[src/positional_list_insert_delete_core_macros.svh]
// Assertion macros shared by the positional list core.
// Each macro takes a label, the clock, the active-low reset, the
// antecedent, the consequent and a message string.
`ifndef POSITIONAL_LIST_INSERT_DELETE_CORE_MACROS_SVH
`define POSITIONAL_LIST_INSERT_DELETE_CORE_MACROS_SVH

// Same-cycle implication, disabled during reset.
`define PLID_ASSERT_SAME(label, clk, rst_n, ante, cons, msg) \
    label: assert property (@(posedge clk) disable iff (!(rst_n)) (ante) |-> (cons)) \
        else $error(msg);

// Next-cycle implication, disabled during reset.
`define PLID_ASSERT_NEXT(label, clk, rst_n, ante, cons, msg) \
    label: assert property (@(posedge clk) disable iff (!(rst_n)) (ante) |=> (cons)) \
        else $error(msg);

`endif

[src/plid_pkg.sv]
// ----------------------------------------------------------------------------
// plid_pkg: shared types and codes of the positional list core
// Request and status codes, field widths, controller state encoding and the
// command and status groups between the controller and the datapath.
// ----------------------------------------------------------------------------
package plid_pkg;

    // Field widths of the stream items.
    localparam int unsigned REQ_W    = 2;
    localparam int unsigned POS_W    = 5;
    localparam int unsigned BYTE_W   = 8;
    localparam int unsigned STATUS_W = 2;
    localparam int unsigned ENTRY_W  = 5;

    // Request codes.
    localparam logic [REQ_W-1:0] REQ_INSERT = 2'd0;
    localparam logic [REQ_W-1:0] REQ_DELETE = 2'd1;
    localparam logic [REQ_W-1:0] REQ_DUMP   = 2'd2;
    localparam logic [REQ_W-1:0] REQ_NONE   = 2'd3;

    // Result status codes.
    localparam logic [STATUS_W-1:0] ST_OK     = 2'd0;
    localparam logic [STATUS_W-1:0] ST_BADPOS = 2'd1;
    localparam logic [STATUS_W-1:0] ST_EMPTY  = 2'd2;
    localparam logic [STATUS_W-1:0] ST_FULL   = 2'd3;

    // Controller states, one-hot.
    typedef enum logic [2:0] {
        S_IDLE   = 3'b001,
        S_SINGLE = 3'b010,
        S_DUMP   = 3'b100
    } t_state;

    // Commands from the controller to the datapath.
    typedef struct packed {
        logic exec;   // execute the request on the input side
        logic step;   // load the next dump entry into the output register
    } t_cmd;

    // Status from the datapath to the controller.
    typedef struct packed {
        logic dump_go;   // presented request is a dump of a non-empty list
        logic last;      // output register holds the final result of a run
    } t_stat;

endpackage

[src/plid_ctrl.sv]
// ----------------------------------------------------------------------------
// plid_ctrl: request sequencer of the positional list core
// Runs the stream handshakes and tells the datapath when to execute a
// request and when to advance a dump.
// ----------------------------------------------------------------------------
module plid_ctrl (
    input  logic            i_clk,
    input  logic            i_rst_n,
    input  logic            i_in_valid,
    output logic            o_in_ready,
    output logic            o_out_valid,
    input  logic            i_out_ready,
    input  plid_pkg::t_stat i_stat,
    output plid_pkg::t_cmd  o_cmd
);

    plid_pkg::t_state r_state;
    plid_pkg::t_state n_state;
    logic             in_fire;
    logic             out_fire;

    // A result is pending whenever the sequencer is not idle.
    assign o_out_valid = (r_state != plid_pkg::S_IDLE);

    // A new request enters when idle, or together with the final transfer of a run.
    assign o_in_ready = (r_state == plid_pkg::S_IDLE) || (i_out_ready && i_stat.last);

    assign in_fire  = i_in_valid && o_in_ready;
    assign out_fire = o_out_valid && i_out_ready;

    assign o_cmd.exec = in_fire;
    assign o_cmd.step = out_fire && !i_stat.last;

    // Next-state logic.
    always_comb begin
        n_state = r_state;
        priority if (in_fire) begin
            n_state = i_stat.dump_go ? plid_pkg::S_DUMP : plid_pkg::S_SINGLE;
        end else if (out_fire) begin
            n_state = i_stat.last ? plid_pkg::S_IDLE : plid_pkg::S_DUMP;
        end
    end

    // State register.
    always_ff @(posedge i_clk) begin
        if (!i_rst_n) begin
            r_state <= plid_pkg::S_IDLE;
        end else begin
            r_state <= n_state;
        end
    end

endmodule

[src/plid_dpath.sv]
// ----------------------------------------------------------------------------
// plid_dpath: cell row and result register of the positional list core
// Holds the entries in a row of byte cells that shift or rotate all at
// once, the fill count, the dump countdown and the output register.
// ----------------------------------------------------------------------------
module plid_dpath #(
    parameter int unsigned CAPACITY = 16
) (
    input  logic                              i_clk,
    input  logic                              i_rst_n,
    input  logic [plid_pkg::REQ_W-1:0]        i_req_type,
    input  logic [plid_pkg::POS_W-1:0]        i_position,
    input  logic [plid_pkg::BYTE_W-1:0]       i_value,
    input  plid_pkg::t_cmd                    i_cmd,
    output plid_pkg::t_stat                   o_stat,
    output logic [plid_pkg::STATUS_W-1:0]     o_status,
    output logic [plid_pkg::BYTE_W-1:0]       o_data,
    output logic [plid_pkg::ENTRY_W-1:0]      o_entries
);

    localparam int unsigned CW = $clog2(CAPACITY + 1);
    localparam int unsigned IW = $clog2(CAPACITY);
    localparam int unsigned PW = (CW > plid_pkg::POS_W) ? CW : plid_pkg::POS_W;

    logic [plid_pkg::BYTE_W-1:0]   r_cell [CAPACITY];
    logic [plid_pkg::BYTE_W-1:0]   n_cell [CAPACITY];
    logic [plid_pkg::BYTE_W-1:0]   ins_cell [CAPACITY];
    logic [plid_pkg::BYTE_W-1:0]   del_cell [CAPACITY];
    logic [plid_pkg::BYTE_W-1:0]   rot_cell [CAPACITY];
    logic [CW-1:0]                 r_cnt;
    logic [CW-1:0]                 n_cnt;
    logic [CW-1:0]                 cnt_m1;
    logic [CW-1:0]                 r_rem;
    logic [CW-1:0]                 n_rem;
    logic [PW-1:0]                 pos_ext;
    logic [PW-1:0]                 cnt_ext;
    logic [PW-1:0]                 ent_ext;
    logic [plid_pkg::STATUS_W-1:0] r_out_status;
    logic [plid_pkg::STATUS_W-1:0] n_out_status;
    logic [plid_pkg::BYTE_W-1:0]   r_out_data;
    logic [plid_pkg::BYTE_W-1:0]   n_out_data;
    logic                          r_out_last;
    logic                          n_out_last;
    logic [plid_pkg::ENTRY_W-1:0]  r_out_entries;
    logic [plid_pkg::ENTRY_W-1:0]  n_out_entries;
    logic                          cnt_zero;
    logic                          cnt_full;

    assign pos_ext  = PW'(i_position);
    assign cnt_ext  = PW'(r_cnt);
    assign cnt_m1   = r_cnt - CW'(1);
    assign cnt_zero = (r_cnt == '0);
    assign cnt_full = (r_cnt == CW'(CAPACITY));

    assign o_stat.dump_go = (i_req_type == plid_pkg::REQ_DUMP) && !cnt_zero;
    assign o_stat.last    = r_out_last;
    assign o_status       = r_out_status;
    assign o_data         = r_out_data;
    assign o_entries      = r_out_entries;

    // Candidate cell rows: insert shifts back, delete closes the gap,
    // rotate moves the first entry behind the last held one.
    always_comb begin
        for (int i = 0; i < CAPACITY; i++) begin
            if (PW'(i) == pos_ext) begin
                ins_cell[i] = i_value;
            end else if (i == 0 || PW'(i) < pos_ext) begin
                ins_cell[i] = r_cell[i];
            end else begin
                ins_cell[i] = r_cell[i-1];
            end

            if (i == CAPACITY - 1) begin
                del_cell[i] = r_cell[i];
            end else if (PW'(i) >= pos_ext) begin
                del_cell[i] = r_cell[i+1];
            end else begin
                del_cell[i] = r_cell[i];
            end

            if (CW'(i) == cnt_m1) begin
                rot_cell[i] = r_cell[0];
            end else if (i == CAPACITY - 1) begin
                rot_cell[i] = r_cell[i];
            end else begin
                rot_cell[i] = r_cell[i+1];
            end
        end
    end

    // Request execution and dump stepping.
    always_comb begin
        n_cell       = r_cell;
        n_cnt        = r_cnt;
        n_rem        = r_rem;
        n_out_status = r_out_status;
        n_out_data   = r_out_data;
        n_out_last   = r_out_last;
        if (i_cmd.exec) begin
            n_out_status = plid_pkg::ST_OK;
            n_out_data   = '0;
            n_out_last   = 1'b1;
            unique case (i_req_type)
                plid_pkg::REQ_INSERT: begin
                    if (pos_ext > cnt_ext) begin
                        n_out_status = plid_pkg::ST_BADPOS;
                    end else if (cnt_full) begin
                        n_out_status = plid_pkg::ST_FULL;
                    end else begin
                        n_cell = ins_cell;
                        n_cnt  = r_cnt + CW'(1);
                    end
                end
                plid_pkg::REQ_DELETE: begin
                    if (cnt_zero) begin
                        n_out_status = plid_pkg::ST_EMPTY;
                    end else if (pos_ext >= cnt_ext) begin
                        n_out_status = plid_pkg::ST_BADPOS;
                    end else begin
                        n_out_data = r_cell[pos_ext[IW-1:0]];
                        n_cell     = del_cell;
                        n_cnt      = cnt_m1;
                    end
                end
                plid_pkg::REQ_DUMP: begin
                    if (cnt_zero) begin
                        n_out_status = plid_pkg::ST_EMPTY;
                    end else begin
                        n_out_data = r_cell[0];
                        n_out_last = (r_cnt == CW'(1));
                        n_cell     = rot_cell;
                        n_rem      = cnt_m1;
                    end
                end
                plid_pkg::REQ_NONE: begin
                    n_out_status = plid_pkg::ST_BADPOS;
                end
                default: begin
                    n_out_status = plid_pkg::ST_BADPOS;
                end
            endcase
        end else if (i_cmd.step) begin
            n_out_data = r_cell[0];
            n_out_last = (r_rem == CW'(1));
            n_cell     = rot_cell;
            n_rem      = r_rem - CW'(1);
        end
        ent_ext       = PW'(n_cnt);
        n_out_entries = i_cmd.exec ? ent_ext[plid_pkg::ENTRY_W-1:0] : r_out_entries;
    end

    // Control registers.
    always_ff @(posedge i_clk) begin
        if (!i_rst_n) begin
            r_cnt      <= '0;
            r_rem      <= '0;
            r_out_last <= 1'b1;
        end else begin
            r_cnt      <= n_cnt;
            r_rem      <= n_rem;
            r_out_last <= n_out_last;
        end
    end

    // Payload registers.
    always_ff @(posedge i_clk) begin
        r_cell        <= n_cell;
        r_out_status  <= n_out_status;
        r_out_data    <= n_out_data;
        r_out_entries <= n_out_entries;
    end

endmodule

[src/positional_list_insert_delete_core.sv]
// ----------------------------------------------------------------------------
// positional_list_insert_delete_core: bounded ordered byte list
// Insert at an index, delete at an index and dump of all entries, served
// over a slave stream of requests and a master stream of results.
// ----------------------------------------------------------------------------
// An insert, a delete, an error or an unused request code gives one result
// in the cycle after the request transfer; the next request is taken in the
// same cycle as that result's transfer, so with a ready consumer the core
// sustains one such request per clock. A dump of N entries gives N results,
// one per clock while the consumer is ready, and the next request enters
// with the transfer of the last one. Those figures come from the cell row,
// which shifts or rotates every entry at once, and from the single output
// register. After reset the list is empty and requests are taken at once.
module positional_list_insert_delete_core #(
    parameter int unsigned CAPACITY = 16
) (
    input  logic        i_clk,
    input  logic        i_rst_n,
    input  logic        s_axis_tvalid,
    output logic        s_axis_tready,
    input  logic [15:0] s_axis_tdata,   // position[4:0], value[12:5], zero[15:13]
    input  logic [1:0]  s_axis_tuser,   // req_type[1:0]
    output logic        m_axis_tvalid,
    input  logic        m_axis_tready,
    output logic [15:0] m_axis_tdata,   // data_out[7:0], entries[12:8], zero[15:13]
    output logic [1:0]  m_axis_tuser,   // status[1:0]
    output logic        m_axis_tlast    // last_item
);

    plid_pkg::t_cmd                  cmd;
    plid_pkg::t_stat                 stat;
    logic [plid_pkg::STATUS_W-1:0]   status;
    logic [plid_pkg::BYTE_W-1:0]     data_out;
    logic [plid_pkg::ENTRY_W-1:0]    entries;
    logic                            s_fire;

    assign s_fire = s_axis_tvalid && s_axis_tready;

    // Handshake sequencer.
    plid_ctrl u_ctrl (
        .i_clk       (i_clk),
        .i_rst_n     (i_rst_n),
        .i_in_valid  (s_axis_tvalid),
        .o_in_ready  (s_axis_tready),
        .o_out_valid (m_axis_tvalid),
        .i_out_ready (m_axis_tready),
        .i_stat      (stat),
        .o_cmd       (cmd)
    );

    // Cell row and result register.
    plid_dpath #(
        .CAPACITY (CAPACITY)
    ) u_dpath (
        .i_clk      (i_clk),
        .i_rst_n    (i_rst_n),
        .i_req_type (s_axis_tuser),
        .i_position (s_axis_tdata[4:0]),
        .i_value    (s_axis_tdata[12:5]),
        .i_cmd      (cmd),
        .o_stat     (stat),
        .o_status   (status),
        .o_data     (data_out),
        .o_entries  (entries)
    );

    // Result packing.
    assign m_axis_tdata = {3'b000, entries, data_out};
    assign m_axis_tuser = status;
    assign m_axis_tlast = stat.last;

    // Checks.
    `include "positional_list_insert_delete_core_macros.svh"

    `PLID_ASSERT_NEXT(a_req_gives_result, i_clk, i_rst_n, s_fire, m_axis_tvalid, "request transfer without a following result")
    `PLID_ASSERT_SAME(a_req_no_overrun, i_clk, i_rst_n, s_fire, (!m_axis_tvalid || (m_axis_tready && m_axis_tlast)), "request taken while a run is still pending")
    `PLID_ASSERT_SAME(a_error_is_last, i_clk, i_rst_n, (m_axis_tvalid && (m_axis_tuser != plid_pkg::ST_OK)), m_axis_tlast, "error result not marked last")
    `PLID_ASSERT_SAME(a_error_no_data, i_clk, i_rst_n, (m_axis_tvalid && (m_axis_tuser != plid_pkg::ST_OK)), (m_axis_tdata[7:0] == 8'd0), "error result carries data")

endmodule

[config.mk]
export PLATFORM = sky130hd
export DESIGN_NAME = positional_list_insert_delete_core
export DESIGN_NICKNAME = d
export VERILOG_FILES = /design/src/plid_pkg.sv /design/src/plid_ctrl.sv /design/src/plid_dpath.sv /design/src/positional_list_insert_delete_core.sv
export VERILOG_INCLUDE_DIRS = /design/src /design/src/src
export SDC_FILE = /design/constraint.sdc
export NUM_CORES = 1
export LEC_CHECK = 0
export BUFFER_PORTS_ARGS = -buffer_cell sky130_fd_sc_hd__buf_4
export CORE_ASPECT_RATIO = 0.5
export CORE_MARGIN = 5
export CORE_UTILIZATION = 55
export CTS_CLUSTER_DIAMETER = 30
export DETAILED_ROUTE_END_ITERATION = 10
export PLACE_DENSITY = 0.82
export SKIP_CTS_REPAIR_TIMING = 1
export SKIP_LAST_GASP = 1
export SLEW_MARGIN = 20
export SYNTH_ARGS = -nofsm -noshare
export SYNTH_HDL_FRONTEND = slang
export SYNTH_SLANG_ARGS = --single-unit
[constraint.sdc]
create_clock -name i_clk -period 8.95 [get_ports i_clk]
set_input_delay 2.2375 -clock i_clk [delete_from_list [all_inputs] [get_ports i_clk]]
set_output_delay 2.2375 -clock i_clk [all_outputs]
set_load 0.01 [all_outputs]
==> run summary <==
Skew-Pair Late Insertion Delay -> 430 ps
Critical Path AT -> 5700 ps
first-pass GRT wire length -> 50.6 mm
die height -> 110 µm
r2r endpoint -> u_dpath.r_cell[100]
VDD IR max -> 0.000109 V
Pleak -> 4.40 nW
Mean Syn Cell Area -> 11.2 µm²
root buffer cell -> clkbuf_16
Die Area -> 23000 µm²
Net count, final -> 995
# fillers -> 1519
Num CTS Buffers -> 17
PortBufs -> 36
crit path launch type -> input pin
R2R cell count -> 8
most common cell after layout, fill and taps aside -> nor2_1
die width -> 210 µm
Worst Setup SP -> s_axis_tdata[0]
number of I/O pins -> 43
Final Cycle Share -> 63.2%
antenna fix cells -> 0
RSZ-0062 raised after global routing -> false
Hold Path Depth -> 2
total congestion overflow -> 0
maximum clock rate -> 0.177 GHz
ANT nets after route -> 0
Mapped Cells -> 981
fin. max-slew vios -> 0
Hold WC Path Type -> reg -> reg
actual slew at the worst max-slew pin -> 1090 ps
Max H-tree Level -> 4
DR pass1 iterations -> 6
CP required -> 9000 ps
Rel. slew slack -> 27.6%
DRC viols -> 0
Syn Std Cell Area -> 11000 µm²
Setup crit end kind -> flop
hold slack -> 486 ps
Starting Density -> 56.2%
EDFF count, synth -> 143
CTS tree -> yes
initial antenna violation count -> 0
most frequent cells in the layout -> 150 x nor2_1, 143 x edfxtp_1, 128 x mux2i_1
P per Cell Area -> 180 nW/µm²
RR Startpoint -> u_dpath.cnt_ext[2]
final hold vios -> 0
vias in the first global route -> 8474
core area -> 19500 µm²
Layout area overhead -> 7.20%
RD Place Congestion -> 1.01
post-route minimum period -> 5660 ps
ys flop type -> edfxtp_1
Final Skew -> 9.10 ps
Clock Path Buffers -> 2
Cell Rows -> 36
Final HPWL DP -> 22.9 mm
final setup vio count -> 0
Async SR Flop Fraction -> 0%
WS Path Type -> in -> reg
largest net degree at the start of global routing -> 73
final WL -> 33.3 mm
critical path peak fanout -> 41
share of layout cells above drive strength 1 -> 15.9%
drt via density -> 7.38
clock-pin slew on the worst setup and hold paths -> 60 ps
setup tns final -> 0 ps
synthesis warning total -> 0
register-to-register path setup slack -> 5040 ps
DRT iter0 DRCs -> 1596
max cap viols -> 0
Synth Register Bits -> 157
via count -> 9112
register area share after synthesis -> 41.7%
destination of the critical timing path -> u_dpath.r_cell[100]
WL/cell -> 27.0 µm
clock sinks -> 157
Yosys cell types -> 73
overall routing resource usage -> 28.8%
outcome -> finished, final reports clean
logic make-up (layout without fill, tap and decap cells):
logic type               Yosys count  count (layout)  share of synthesized area (%)
flip-flops                       157             157                           41.7
AO/OA/AOI/OAI                    240             240                           18.5
other                              1               3                         0.0342
AND/OR/NAND/NOR                  279             279                           12.3
multiplexers                     169             169                           20.0
XOR/XNOR                           4               4                          0.456
adder cells (fa/ha/maj)           18              18                           2.05
buffers and inverters            113              98                           4.94
flip-flops by register name, indices dropped and copies added, names as in the netlist:
name and flops:
u_dpath.r_cell 120, u_dpath.r_rem 5, u_dpath.o_entries 5, u_dpath.o_data 8, u_dpath.cnt_ext 5, u_ctrl.r_state 3, u_dpath.del_cell 8, u_dpath.o_status 2
u_dpath.r_out_last 1
through the flow:
| stage | power (mW) | utilization [%] | setup slack, ps | area (µm²) | std cells |
|---|---|---|---|---|---|
| finish | 2.11 | 60.3 | 3290 | 11800 | 1234 |
| global route | 2.17 | 60.3 | 3200 | 11800 | 1234 |
| CTS | 2.08 | 60.3 | 3490 | 11800 | 1234 |
| detailed placement | 1.36 | 57.3 | 3080 | 11200 | 1202 |
| global placement | 1.35 | 57.3 | 3080 | 11200 | 1202 |
| floorplan | 1.24 | - | 4200 | 11000 | 983 |
Yosys cell counts (3+ instances only):
master / number / area [µm²]
nor2_1: 150 / 563
edfxtp_1: 143 / 4290
mux2i_1: 128 / 1280
a221o_1: 105 / 1050
mux4_2: 39 / 878
nand2_1: 36 / 135
clkbuf_1: 34 / 128
a21oi_1: 27 / 135
buf_2: 23 / 115
inv_1: 23 / 86.3
ha_1: 18 / 225
o22ai_1: 17 / 106
buf_1: 14 / 52.6
dfxtp_1: 14 / 280
o21ai_2: 14 / 123
and2_1: 13 / 81.3
o21ai_0: 13 / 65.1
nor2b_1: 11 / 68.8
nor2_2: 10 / 62.6
a31oi_1: 9 / 56.3
a32o_1: 9 / 90.1
o221ai_1: 9 / 78.8
buf_6: 8 / 90.1
nand3_1: 8 / 40.0
buf_4: 7 / 52.6
a21o_1: 6 / 45.0
nor3_1: 6 / 30.0
and3_1: 5 / 31.3
nand2b_1: 5 / 31.3
a22oi_1: 4 / 30.0
o211ai_1: 4 / 30.0
or2_1: 4 / 25.0
or3_1: 4 / 25.0
inv_2: 3 / 11.3
nand3_2: 3 / 30.0
nor4b_1: 3 / 26.3
o21ai_1: 3 / 15.0
power breakdown:
part           leakage [nW]  switching (mW)  internal [mW]  total [mW]
Combinational          2.65           0.227          0.168       0.395
Clock                 0.279           0.303          0.437       0.740
Sequential             1.47          0.0821          0.893       0.975
Total                  4.40           0.612           1.50        2.11
cell type report:
type	count	area (µm²)	area share, %
clock buffer	20	437	3.72
inverter	27	104	0.884
clock inverter	12	144	1.22
sequential	157	4570	38.9
tap	266	333	2.83
timing repair buffer	39	293	2.49
multi-input combinational	713	5870	49.9
layer usage:
layer / track usage, % / up-vias / part of all wire, %
met5: 0 / - / 0
met4: 9.59 / 0 / 3.1
met3: 9.52 / 83 / 16
met2: 42.3 / 827 / 42
met1: 40.4 / 4385 / 39
li1: - / 3817 / -
worst min path at each step:
stage | start | end | slack, ps
finish | u_dpath.r_rem[1] | u_dpath.r_rem[1] | 490
global route | u_dpath.r_rem[1] | u_dpath.r_rem[1] | 510
CTS | u_dpath.r_rem[1] | u_dpath.r_rem[1] | 490
detailed placement | u_dpath.r_rem[1] | u_dpath.r_rem[1] | 480
global placement | u_dpath.r_rem[1] | u_dpath.r_rem[1] | 470
floorplan | u_dpath.r_rem[1] | u_dpath.r_rem[1] | 450
worst max-delay path: stages:
cell and delay (ps):
buf_4 580, inv_1 340, ha_1 290, nand2b_1 130, a21oi_1 480, o211ai_1 240
and3_1 230, o21ai_2 720, a21oi_1 440
Note: power is estimated with default switching activity, not from simulation.
